File: src/design/dfr_pkg.sv
// shared types, constants and helpers for the byte stream deframer
// no dependencies
`default_nettype none

package dfr_pkg;

  localparam int unsigned BufDepthDefault = 64;
  localparam int unsigned MaxResults      = 64;
  localparam int unsigned NresW           = $clog2(MaxResults + 1);
  localparam int unsigned TotW            = 17;

  localparam logic [7:0] SyncHi   = 8'hAA;
  localparam logic [7:0] SyncLo   = 8'h55;
  localparam logic [7:0] TailHi   = 8'hDD;
  localparam logic [7:0] TailLo   = 8'hEE;
  localparam logic [7:0] NewLine  = 8'h0A;
  localparam int unsigned FrameOverhead = 8;
  localparam int unsigned MinParse      = 4;

  typedef enum logic [1:0] {
    KIND_TEXT     = 2'd0,
    KIND_FRAME    = 2'd1,
    KIND_BAD_SUM  = 2'd2,
    KIND_OVERFLOW = 2'd3
  } kind_e;

  typedef enum logic [3:0] {
    IDX_HOLD, IDX_ZERO, IDX_ONE, IDX_TWO, IDX_THREE, IDX_FIVE, IDX_INC,
    IDX_TOT_M1, IDX_TOT_M2, IDX_TOT_M3, IDX_START
  } idx_op_e;

  typedef enum logic [1:0] {
    DROP_NONE, DROP_TWO, DROP_FRAME, DROP_LINE
  } drop_e;

  typedef enum logic [3:0] {
    ST_IDLE, ST_OVF, ST_CHK, ST_B0, ST_B1, ST_LEN_HI, ST_LEN_LO, ST_LEN_CK,
    ST_TAIL0, ST_TAIL1, ST_SUM, ST_SUM_CK, ST_FRAME_OUT, ST_SCAN, ST_LINE_DROP,
    ST_LINE_OUT
  } state_e;

  typedef struct packed {
    logic    store;
    logic    nres_clr;
    idx_op_e idx_op;
    logic    ld_b0;
    logic    ld_len_hi;
    logic    ld_len_lo;
    logic    sum_clr;
    logic    sum_acc;
    logic    txt_clr;
    logic    txt_acc;
    logic    ld_nl;
    drop_e   drop;
    logic    emit;
    kind_e   kind;
    logic    data_rd;
    logic    func_en;
    logic    empty;
    logic    last;
  } cmd_t;

  typedef struct packed {
    logic full;
    logic ge4;
    logic nres_full;
    logic nres_lim;
    logic short_frame;
    logic b0_aa;
    logic rd_55;
    logic rd_dd;
    logic rd_ee;
    logic rd_nl;
    logic sum_ok;
    logic len_zero;
    logic frame_end;
    logic text_end;
    logic scan_end;
    logic txt_nz;
    logic out_free;
  } sts_t;

  function automatic logic is_space(input logic [7:0] c);
    return (c == 8'h20) || (c == 8'h09) || (c == 8'h0A) || (c == 8'h0B) ||
           (c == 8'h0C) || (c == 8'h0D);
  endfunction

endpackage

`default_nettype wire

File: src/design/dfr_ctrl.sv
// parse sequencer of the deframer: walks the buffer one read at a time
// depends on dfr_pkg
`default_nettype none

module dfr_ctrl (
  input  wire logic          clk_i,
  input  wire logic          rst_ni,
  input  wire logic          in_valid_i,
  output logic               in_stall_o,
  input  wire dfr_pkg::sts_t sts_i,
  output dfr_pkg::cmd_t      cmd_o
);
  import dfr_pkg::*;

  state_e state_q, state_d;
  logic   ph_q, ph_d;
  cmd_t   c;

  always_ff @(posedge clk_i or negedge rst_ni) begin
    if (!rst_ni) begin
      state_q <= ST_IDLE;
      ph_q    <= 1'b0;
    end else begin
      state_q <= state_d;
      ph_q    <= ph_d;
    end
  end

  always_comb begin
    c         = '0;
    c.idx_op  = IDX_HOLD;
    c.drop    = DROP_NONE;
    c.kind    = KIND_TEXT;
    state_d   = state_q;
    in_stall_o = (state_q != ST_IDLE);
    case (state_q)
      ST_IDLE: begin
        if (in_valid_i) begin
          c.store    = 1'b1;
          c.nres_clr = 1'b1;
          state_d    = sts_i.full ? ST_OVF : ST_CHK;
        end
      end
      ST_OVF: begin
        if (sts_i.out_free) begin
          c.emit  = 1'b1;
          c.kind  = KIND_OVERFLOW;
          c.last  = 1'b1;
          state_d = ST_CHK;
        end
      end
      ST_CHK: begin
        if (sts_i.ge4 && !sts_i.nres_full) begin
          c.idx_op = IDX_ZERO;
          state_d  = ST_B0;
        end else begin
          state_d = ST_IDLE;
        end
      end
      ST_B0: begin
        if (ph_q) begin
          c.ld_b0  = 1'b1;
          c.idx_op = IDX_ONE;
          state_d  = ST_B1;
        end
      end
      ST_B1: begin
        if (ph_q) begin
          if (sts_i.b0_aa && sts_i.rd_55) begin
            c.idx_op = IDX_TWO;
            state_d  = ST_LEN_HI;
          end else begin
            c.txt_clr = 1'b1;
            c.idx_op  = IDX_ZERO;
            state_d   = ST_SCAN;
          end
        end
      end
      ST_LEN_HI: begin
        if (ph_q) begin
          c.ld_len_hi = 1'b1;
          c.idx_op    = IDX_THREE;
          state_d     = ST_LEN_LO;
        end
      end
      ST_LEN_LO: begin
        if (ph_q) begin
          c.ld_len_lo = 1'b1;
          state_d     = ST_LEN_CK;
        end
      end
      ST_LEN_CK: begin
        if (sts_i.short_frame) begin
          state_d = ST_IDLE;
        end else begin
          c.idx_op = IDX_TOT_M2;
          state_d  = ST_TAIL0;
        end
      end
      ST_TAIL0: begin
        if (ph_q) begin
          if (!sts_i.rd_dd) begin
            c.drop  = DROP_TWO;
            state_d = ST_CHK;
          end else begin
            c.idx_op = IDX_TOT_M1;
            state_d  = ST_TAIL1;
          end
        end
      end
      ST_TAIL1: begin
        if (ph_q) begin
          if (!sts_i.rd_ee) begin
            c.drop  = DROP_TWO;
            state_d = ST_CHK;
          end else begin
            c.sum_clr = 1'b1;
            c.idx_op  = IDX_TWO;
            state_d   = ST_SUM;
          end
        end
      end
      ST_SUM: begin
        if (ph_q) begin
          c.sum_acc = 1'b1;
          if (sts_i.frame_end) begin
            c.idx_op = IDX_TOT_M3;
            state_d  = ST_SUM_CK;
          end else begin
            c.idx_op = IDX_INC;
          end
        end
      end
      ST_SUM_CK: begin
        if (ph_q) begin
          if (!sts_i.sum_ok || sts_i.len_zero) begin
            if (sts_i.out_free) begin
              c.emit    = 1'b1;
              c.kind    = sts_i.sum_ok ? KIND_FRAME : KIND_BAD_SUM;
              c.func_en = 1'b1;
              c.empty   = sts_i.sum_ok;
              c.last    = 1'b1;
              c.drop    = DROP_FRAME;
              state_d   = ST_CHK;
            end
          end else begin
            c.idx_op = IDX_FIVE;
            state_d  = ST_FRAME_OUT;
          end
        end
      end
      ST_FRAME_OUT: begin
        if (ph_q && sts_i.out_free) begin
          c.emit    = 1'b1;
          c.kind    = KIND_FRAME;
          c.data_rd = 1'b1;
          c.func_en = 1'b1;
          c.last    = sts_i.frame_end || sts_i.nres_lim;
          if (c.last) begin
            c.drop  = DROP_FRAME;
            state_d = ST_CHK;
          end else begin
            c.idx_op = IDX_INC;
          end
        end
      end
      ST_SCAN: begin
        if (ph_q) begin
          if (sts_i.rd_nl) begin
            c.ld_nl = 1'b1;
            if (sts_i.txt_nz) begin
              c.idx_op = IDX_START;
              state_d  = ST_LINE_OUT;
            end else begin
              state_d = ST_LINE_DROP;
            end
          end else begin
            c.txt_acc = 1'b1;
            if (sts_i.scan_end) begin
              state_d = ST_IDLE;
            end else begin
              c.idx_op = IDX_INC;
            end
          end
        end
      end
      ST_LINE_DROP: begin
        c.drop  = DROP_LINE;
        state_d = ST_CHK;
      end
      ST_LINE_OUT: begin
        if (ph_q && sts_i.out_free) begin
          c.emit    = 1'b1;
          c.kind    = KIND_TEXT;
          c.data_rd = 1'b1;
          c.last    = sts_i.text_end || sts_i.nres_lim;
          if (c.last) begin
            c.drop  = DROP_LINE;
            state_d = ST_CHK;
          end else begin
            c.idx_op = IDX_INC;
          end
        end
      end
      default: begin
        state_d = ST_IDLE;
      end
    endcase
    // read data is taken only once the registered read has caught up with a stable read offset
    ph_d  = (state_d == state_q) && (c.idx_op == IDX_HOLD);
    cmd_o = c;
  end

endmodule

`default_nettype wire

File: src/design/dfr_dp.sv
// deframer datapath: circular byte buffer, read offset, parse registers, result register
// depends on dfr_pkg
`default_nettype none

module dfr_dp #(
  parameter int unsigned BufDepth = dfr_pkg::BufDepthDefault
) (
  input  wire logic          clk_i,
  input  wire logic          rst_ni,
  input  wire logic [7:0]    rx_byte_i,
  input  wire logic          out_stall_i,
  input  wire dfr_pkg::cmd_t cmd_i,
  output dfr_pkg::sts_t      sts_o,
  output logic               out_valid_o,
  output logic [1:0]         record_kind_o,
  output logic [7:0]         data_byte_o,
  output logic [7:0]         func_code_o,
  output logic               empty_payload_o,
  output logic               last_o
);
  import dfr_pkg::*;

  localparam int unsigned AW = $clog2(BufDepth);
  localparam int unsigned CW = $clog2(BufDepth + 1);
  localparam logic [CW:0] DepthW = (CW + 1)'(BufDepth);

  logic [7:0]      mem_q [BufDepth];
  logic [7:0]      rd_q;
  logic [AW-1:0]   head_q, head_d;
  logic [CW-1:0]   cnt_q, cnt_d;
  logic [CW-1:0]   idx_q, idx_d;
  logic [CW-1:0]   wr_off, drop_n;
  logic [AW-1:0]   wr_addr, rd_addr;
  logic [7:0]      b0_q, sum_q, func_q;
  logic [15:0]     len_q;
  logic [TotW-1:0] total, frame_last;
  logic [CW-1:0]   s_q, e_q, nl_q;
  logic            nz_q;
  logic [NresW-1:0] nres_q;
  logic            out_valid_q;
  logic [1:0]      kind_q;
  logic [7:0]      data_q, fcode_q;
  logic            empty_q, last_q;
  logic            out_free;

  function automatic logic [AW-1:0] wrap(input logic [AW-1:0] base, input logic [CW-1:0] off);
    logic [CW:0] s;
    s = (CW + 1)'(base) + (CW + 1)'(off);
    if (s >= DepthW) begin
      s = s - DepthW;
    end
    return s[AW-1:0];
  endfunction

  assign total      = TotW'(FrameOverhead) + TotW'(len_q);
  assign frame_last = TotW'(4) + TotW'(len_q);
  assign wr_off     = (cnt_q >= CW'(BufDepth)) ? '0 : cnt_q;
  assign wr_addr    = wrap(head_q, wr_off);
  assign rd_addr    = wrap(head_q, idx_q);
  assign out_free   = !out_valid_q || !out_stall_i;

  always_ff @(posedge clk_i) begin
    if (cmd_i.store) begin
      mem_q[wr_addr] <= rx_byte_i;
    end
    rd_q <= mem_q[rd_addr];
  end

  always_comb begin
    case (cmd_i.drop)
      DROP_TWO:   drop_n = CW'(2);
      DROP_FRAME: drop_n = total[CW-1:0];
      DROP_LINE:  drop_n = nl_q + CW'(1);
      default:    drop_n = '0;
    endcase
    head_d = head_q;
    cnt_d  = cnt_q;
    if (cmd_i.store) begin
      cnt_d = wr_off + CW'(1);
    end else if (cmd_i.drop != DROP_NONE) begin
      head_d = wrap(head_q, drop_n);
      cnt_d  = cnt_q - drop_n;
    end
  end

  always_comb begin
    case (cmd_i.idx_op)
      IDX_ZERO:   idx_d = '0;
      IDX_ONE:    idx_d = CW'(1);
      IDX_TWO:    idx_d = CW'(2);
      IDX_THREE:  idx_d = CW'(3);
      IDX_FIVE:   idx_d = CW'(5);
      IDX_INC:    idx_d = idx_q + CW'(1);
      IDX_TOT_M1: idx_d = CW'(total - TotW'(1));
      IDX_TOT_M2: idx_d = CW'(total - TotW'(2));
      IDX_TOT_M3: idx_d = CW'(total - TotW'(3));
      IDX_START:  idx_d = s_q;
      default:    idx_d = idx_q;
    endcase
  end

  always_ff @(posedge clk_i or negedge rst_ni) begin
    if (!rst_ni) begin
      head_q      <= '0;
      cnt_q       <= '0;
      idx_q       <= '0;
      nres_q      <= '0;
      out_valid_q <= 1'b0;
    end else begin
      head_q <= head_d;
      cnt_q  <= cnt_d;
      idx_q  <= idx_d;
      if (cmd_i.nres_clr) begin
        nres_q <= '0;
      end else if (cmd_i.emit) begin
        nres_q <= nres_q + NresW'(1);
      end
      if (cmd_i.emit) begin
        out_valid_q <= 1'b1;
      end else if (!out_stall_i) begin
        out_valid_q <= 1'b0;
      end
    end
  end

  // parse and result payload registers
  always_ff @(posedge clk_i) begin
    if (cmd_i.ld_b0)     b0_q        <= rd_q;
    if (cmd_i.ld_len_hi) len_q[15:8] <= rd_q;
    if (cmd_i.ld_len_lo) len_q[7:0]  <= rd_q;
    if (cmd_i.sum_clr) begin
      sum_q <= '0;
    end else if (cmd_i.sum_acc) begin
      sum_q <= sum_q ^ rd_q;
      if (idx_q == CW'(4)) begin
        func_q <= rd_q;
      end
    end
    if (cmd_i.txt_clr) begin
      nz_q <= 1'b0;
    end else if (cmd_i.txt_acc && !is_space(rd_q)) begin
      if (!nz_q) begin
        s_q <= idx_q;
      end
      nz_q <= 1'b1;
      e_q  <= idx_q + CW'(1);
    end
    if (cmd_i.ld_nl) nl_q <= idx_q;
    if (cmd_i.emit) begin
      kind_q  <= cmd_i.kind;
      data_q  <= cmd_i.data_rd ? rd_q : 8'h00;
      fcode_q <= cmd_i.func_en ? func_q : 8'h00;
      empty_q <= cmd_i.empty;
      last_q  <= cmd_i.last;
    end
  end

  always_comb begin
    sts_o.full        = (cnt_q >= CW'(BufDepth));
    sts_o.ge4         = (cnt_q >= CW'(MinParse));
    sts_o.nres_full   = (nres_q >= NresW'(MaxResults));
    sts_o.nres_lim    = (nres_q + NresW'(1) == NresW'(MaxResults));
    sts_o.short_frame = (TotW'(cnt_q) < total);
    sts_o.b0_aa       = (b0_q == SyncHi);
    sts_o.rd_55       = (rd_q == SyncLo);
    sts_o.rd_dd       = (rd_q == TailHi);
    sts_o.rd_ee       = (rd_q == TailLo);
    sts_o.rd_nl       = (rd_q == NewLine);
    sts_o.sum_ok      = (sum_q == rd_q);
    sts_o.len_zero    = (len_q == 16'h0000);
    sts_o.frame_end   = (TotW'(idx_q) == frame_last);
    sts_o.text_end    = (idx_q + CW'(1) == e_q);
    sts_o.scan_end    = (idx_q + CW'(1) == cnt_q);
    sts_o.txt_nz      = nz_q;
    sts_o.out_free    = out_free;
  end

  assign out_valid_o     = out_valid_q;
  assign record_kind_o   = kind_q;
  assign data_byte_o     = data_q;
  assign func_code_o     = fcode_q;
  assign empty_payload_o = empty_q;
  assign last_o          = last_q;

  a_cnt_bound: assert property (@(posedge clk_i) disable iff (!rst_ni)
    cnt_q <= CW'(BufDepth)) else $error("fill count beyond depth");
  a_head_bound: assert property (@(posedge clk_i) disable iff (!rst_ni)
    head_q < AW'(BufDepth - 1) || head_q == AW'(BufDepth - 1))
    else $error("head pointer out of range");
  a_nres_bound: assert property (@(posedge clk_i) disable iff (!rst_ni)
    nres_q <= NresW'(MaxResults)) else $error("result count beyond limit");
  a_emit_free: assert property (@(posedge clk_i) disable iff (!rst_ni)
    cmd_i.emit |-> out_free) else $error("result written over a waiting result");
  a_drop_fits: assert property (@(posedge clk_i) disable iff (!rst_ni)
    cmd_i.drop != DROP_NONE |-> drop_n <= cnt_q) else $error("drop beyond fill");

endmodule

`default_nettype wire

File: src/design/mixed_frame_and_line_deframer_unit.sv
// top level of the byte stream deframer: sequencer plus datapath
// depends on dfr_pkg, dfr_ctrl, dfr_dp
`default_nettype none

// Byte stream deframer. Each accepted byte goes into a circular buffer of
// BufDepth bytes; once four or more bytes are held, the buffer front is parsed
// as a binary frame (AA 55, 16-bit big-endian length, function byte, data,
// XOR check byte, DD EE) or as a text line ending in a newline, trimmed of
// ASCII whitespace. A good frame yields one result per data byte (one empty
// result when the length is zero), a bad check byte one error result, a bad
// tail drops the two sync bytes and reparses, and a byte arriving into a full
// buffer clears it and yields one overflow result. The buffer has a single
// registered read port, so every buffer byte the parser looks at waits for
// that registered read. While text waits for its newline, the line is
// rescanned from the buffer front on every byte, and a frame is read twice:
// once for the XOR check, once to release its results. At most 64 results
// come from one input byte. The input is held off (in_stall_o high) while
// parsing; a released result sits in an output register so the next byte
// can be taken while it waits. The buffer needs no clearing after reset.

module mixed_frame_and_line_deframer_unit #(
  parameter int unsigned BufDepth = dfr_pkg::BufDepthDefault
) (
  input  wire logic       clk_i,
  input  wire logic       rst_ni,
  // input byte channel
  input  wire logic       in_valid_i,
  output logic            in_stall_o,
  input  wire logic [7:0] rx_byte_i,
  // result channel
  output logic            out_valid_o,
  input  wire logic       out_stall_i,
  output logic [1:0]      record_kind_o,
  output logic [7:0]      data_byte_o,
  output logic [7:0]      func_code_o,
  output logic            empty_payload_o,
  output logic            last_o
);
  import dfr_pkg::*;

  cmd_t cmd;
  sts_t sts;

  // sequencer decides what to read, keep, drop and release
  dfr_ctrl u_ctrl (
    .clk_i      (clk_i),
    .rst_ni     (rst_ni),
    .in_valid_i (in_valid_i),
    .in_stall_o (in_stall_o),
    .sts_i      (sts),
    .cmd_o      (cmd)
  );

  // buffer, pointers, check sum and the result register
  dfr_dp #(
    .BufDepth (BufDepth)
  ) u_dp (
    .clk_i           (clk_i),
    .rst_ni          (rst_ni),
    .rx_byte_i       (rx_byte_i),
    .out_stall_i     (out_stall_i),
    .cmd_i           (cmd),
    .sts_o           (sts),
    .out_valid_o     (out_valid_o),
    .record_kind_o   (record_kind_o),
    .data_byte_o     (data_byte_o),
    .func_code_o     (func_code_o),
    .empty_payload_o (empty_payload_o),
    .last_o          (last_o)
  );

endmodule

`default_nettype wire
File: config.mk
export PLATFORM = sky130hd
export DESIGN_NAME = mixed_frame_and_line_deframer_unit
export DESIGN_NICKNAME = d
export VERILOG_FILES = /design/src/design/dfr_pkg.sv /design/src/design/dfr_ctrl.sv /design/src/design/dfr_dp.sv /design/src/design/mixed_frame_and_line_deframer_unit.sv
export SDC_FILE = /design/constraint.sdc
export NUM_CORES = 1
export LEC_CHECK = 0
export ABC_AREA = 1
export BUFFER_PORTS_ARGS = -buffer_cell sky130_fd_sc_hd__buf_2
export CORE_MARGIN = 2
export CORE_UTILIZATION = 61
export CTS_CLUSTER_SIZE = 24
export DETAILED_ROUTE_END_ITERATION = 8
export PLACE_DENSITY_LB_ADDON = 0.15
export SETUP_SLACK_MARGIN = 0.15
export SLEW_MARGIN = 15
export SYNTH_ARGS = -nofsm -noshare
export SYNTH_HDL_FRONTEND = slang
export SYNTH_SLANG_ARGS = --single-unit
File: constraint.sdc
create_clock -name clk_i -period 5.4 [get_ports clk_i]
set_clock_uncertainty 0.1 [all_clocks]
set_input_delay 0.54 -clock clk_i [delete_from_list [all_inputs] [get_ports clk_i]]
set_output_delay 0.54 -clock clk_i [all_outputs]
set_load 0.05 [all_outputs]
==> results.toml <==
[outcome]
outcome = "finished, final reports clean"

[setup_path]
path_common_cell = "nand2_1"
end_kind = "register"
start_kind = "register"
cp_slowest_cell = "edfxtp_1"
crit_required_ps = 5830
cp_num_buf_inv = 2
critical_path_class = "reg2reg"
crit_fanout = 10
max_stage_delay_ps = 610
cp.arrival_ps = 5040
critPathTopFamily = "simple AND/OR/NAND/NOR gates"

[timing]
hold_viol_final = 0
setup_ws_ps = 791
relSlewSlack_pct = 18.6
setup_tns_ps = 0
layout_min_cycle_time_ps = 4610
report.final.slew_viol_count = 0
timing.final.crit_share_pct = 85.3
tightestPinTransition_ps = 1220
setup_viol = 0
rsz0062_at_grt = "false"
fmax_mhz = 217

[power_and_ir_drop]
power.total_mw = 17.1
p_per_area_nw_per_um2 = 537
peakVddDrop_mv = 0.392
p_sw_share_pct = 40.9
combPwrFrac_pct = 40.6
seqPwrFrac_pct = 35.2
p_sw_mw = 6.97
p_int_mw = 10.1
p_clk_share_pct = 24.2
power.leakage_nw = 11.6

[clock_tree]
clk_pin_slew_ps = 60
insertion_delay_ps = 650
clockBufferDepth = 3
clock-root-buffer = "clkbuf_16"
cts_buffers = 61
cts.sinks = 635
htreeDepth = 2
cts_tree = "yes"
ctsResizeCount = 0

[route]
drtAntennaViolNets = 0
totalWireLength_mm = 75.7
wire_per_inst_um = 23.1
vias = 20500
drtIter0Drc = 2375
drc = 0
firstDrtPassIters = 8
via_per_inst = 6.23

[cells_and_area]
final_common_cell = "edfxtp_1"
drive_gt1_share_pct = 8.41
final_cell_mix = "edfxtp_1, nor2_1, nand2_1"
antennaDiodeCount = 0
post-route-util_pct = 68.0
final_area_sq_um = 31800
nets = 2680
areaGrowthSynthToFinish_pct = 9.71

[synth]
yosys_most_used_dff = "edfxtp_1"
syn_area_sq_um = 29000
synth_nets = 2664
yosysSeqAreaShare_pct = 64.7
ys_warn_count = 0
avgSynthCellArea_sq_um = 11.1
ys_async_sr_fraction_pct = 5.20
synth_edf_count = 585
synth.distinct_cells = 52
syn_inst = 2608
ys_ff_latch = 635

[global_route]
grt_use_total_pct = 30.8
grt_max_degree = 112
global_route.overflow_total = 0
grt_pass1_vias = 19500
grt_pass1_wl_mm = 115
antenna_found_initial = 0

[floorplan]
die_h_um = 222
dieWidth_um = 222
dieArea_sq_um = 49200
pin_count = 34
start_util_pct = 62.0
core_area_sq_um = 46800
rows = 79

[place]
place_area_sq_um = 29800
gp_congestion = 1.02
port_buffers = 33
pre_cts_slack_ps = 868
hpwl_mm = 48.2

[min_path]
hold_class = "in2reg"

[flow_run]
maxCapViolations = 0
## power by group through the flow
| stage | combinational [mW] | sequential, mW | clock, mW |
|---|---|---|---|
| 6_report | 6.92 | 6.00 | 4.14 |
| 5_1_grt | 7.48 | 6.03 | 4.37 |
| 4_1_cts | 6.84 | 6.00 | 4.19 |
| 3_5_place_dp | 6.78 | 6.10 | 0 |
| 3_3_place_gp | 6.66 | 6.10 | 0 |
| 2_1_floorplan | 4.48 | 6.14 | 0 |
## worst paths after layout
| check | from | end | slack, ps | cells past startpoint |
|---|---|---|---|---|
| max | u_dp.len_q[3] | u_dp.cnt_q[6] | 790 | 27 |
| max reg2reg | u_dp.len_q[3] | u_dp.cnt_q[6] | 790 | 27 |
| min | rx_byte_i[7] | u_dp.mem_q[8][7] | 190 | 1 |
| max in group asynchronous | rst_ni | u_dp.head_q[0] | 4200 | 2 |
| min in group asynchronous | rst_ni | u_ctrl.state_q[3] | 470 | 2 |
| min reg2reg | u_dp.nres_q[0] | u_dp.nres_q[0] | 440 | 1 |
## synthesized netlist by cell type, types with 10 or more instances
cell	instances	share of area (%)
edfxtp_1	585	61
nor2_1	488	6.3
nand2_1	378	4.9
o21ai_0	175	3.0
inv_1	163	2.1
nand3_1	151	2.6
clkbuf_1	75	0.97
o221ai_1	65	2.0
mux2i_1	64	2.2
o32ai_1	64	1.9
ha_1	39	1.7
dfrtp_1	33	2.9
xor2_1	30	0.91
nand4_1	29	0.63
a21oi_1	26	0.45
nor3_1	25	0.43
buf_1	18	0.23
dfxtp_1	17	1.2
nand2_2	16	0.35
nand3b_1	16	0.41
xnor2_1	16	0.48
buf_2	15	0.26
inv_2	11	0.14
nor2_2	11	0.24
a31oi_1	10	0.22
## through the flow
stage               hold WS, ps  std cells
finish                      191       3283
global route                191       3283
CTS                         166       3283
detailed placement          429       3167
global placement            412       3167
floorplan                   144       2608
## repair_timing
item,4_1_cts,5_1_grt
hold buffers,1,0
endpoints found under the hold margin,33,0
setup buffers,0,0
setup endpoints to repair,0,0
## kinds of logic (layout without fill, tap and decap cells)
kind of cell | count (synthesis) | after routing | synth area share [%]
and+or+nand+nor | 1146 | 1146 | 17.2
muxes | 64 | 64 | 2.21
DFF | 635 | 635 | 64.7
adders and majority gates | 44 | 44 | 2.03
buffers and inverters | 287 | 355 | 3.82
xor gates and xnor gates | 46 | 46 | 1.39
AOI/OAI and AO/OA | 386 | 386 | 8.71
## metal layers
metal	vias to the layer above	global-route usage, %	routed length, um
li1	9336	-	-
met1	9955	42.5	30800
met2	980	50.3	36000
met3	179	3.35	5670
met4	0	13.2	3240
met5	-	0	0
## flip-flops by register name (all words and copies together) (netlist names)
name                  flops
u_dp.len_q               16
u_ctrl.state_q            4
u_dp.idx_q                7
u_dp.record_kind_o        2
u_dp.e_q                  7
u_dp.cnt_q                7
u_dp.func_q               8
u_dp.head_q               6
u_dp.out_valid_o          1
u_dp.data_byte_o          8
u_dp.sum_q                8
u_dp.rd_q                 8
u_dp.func_code_o          8
u_dp.nz_q                 1
u_dp.s_q                  7
u_dp.b0_q                 8
u_dp.mem_q              512
u_dp.last_o               1
u_dp.nl_q                 7
u_dp.nres_q               7
u_ctrl.ph_q               1
u_dp.empty_payload_o      1
## cell type report
type,count,area [sq um]
flip-flops and latches,635,18700
fillers,3457,15000
multi-input cells,1686,9190
clock buffers,81,1660
well taps,607,759
inverters,177,672
repair buffers,63,473
clock inverters,34,285
Power figures use the tool's default switching activity.
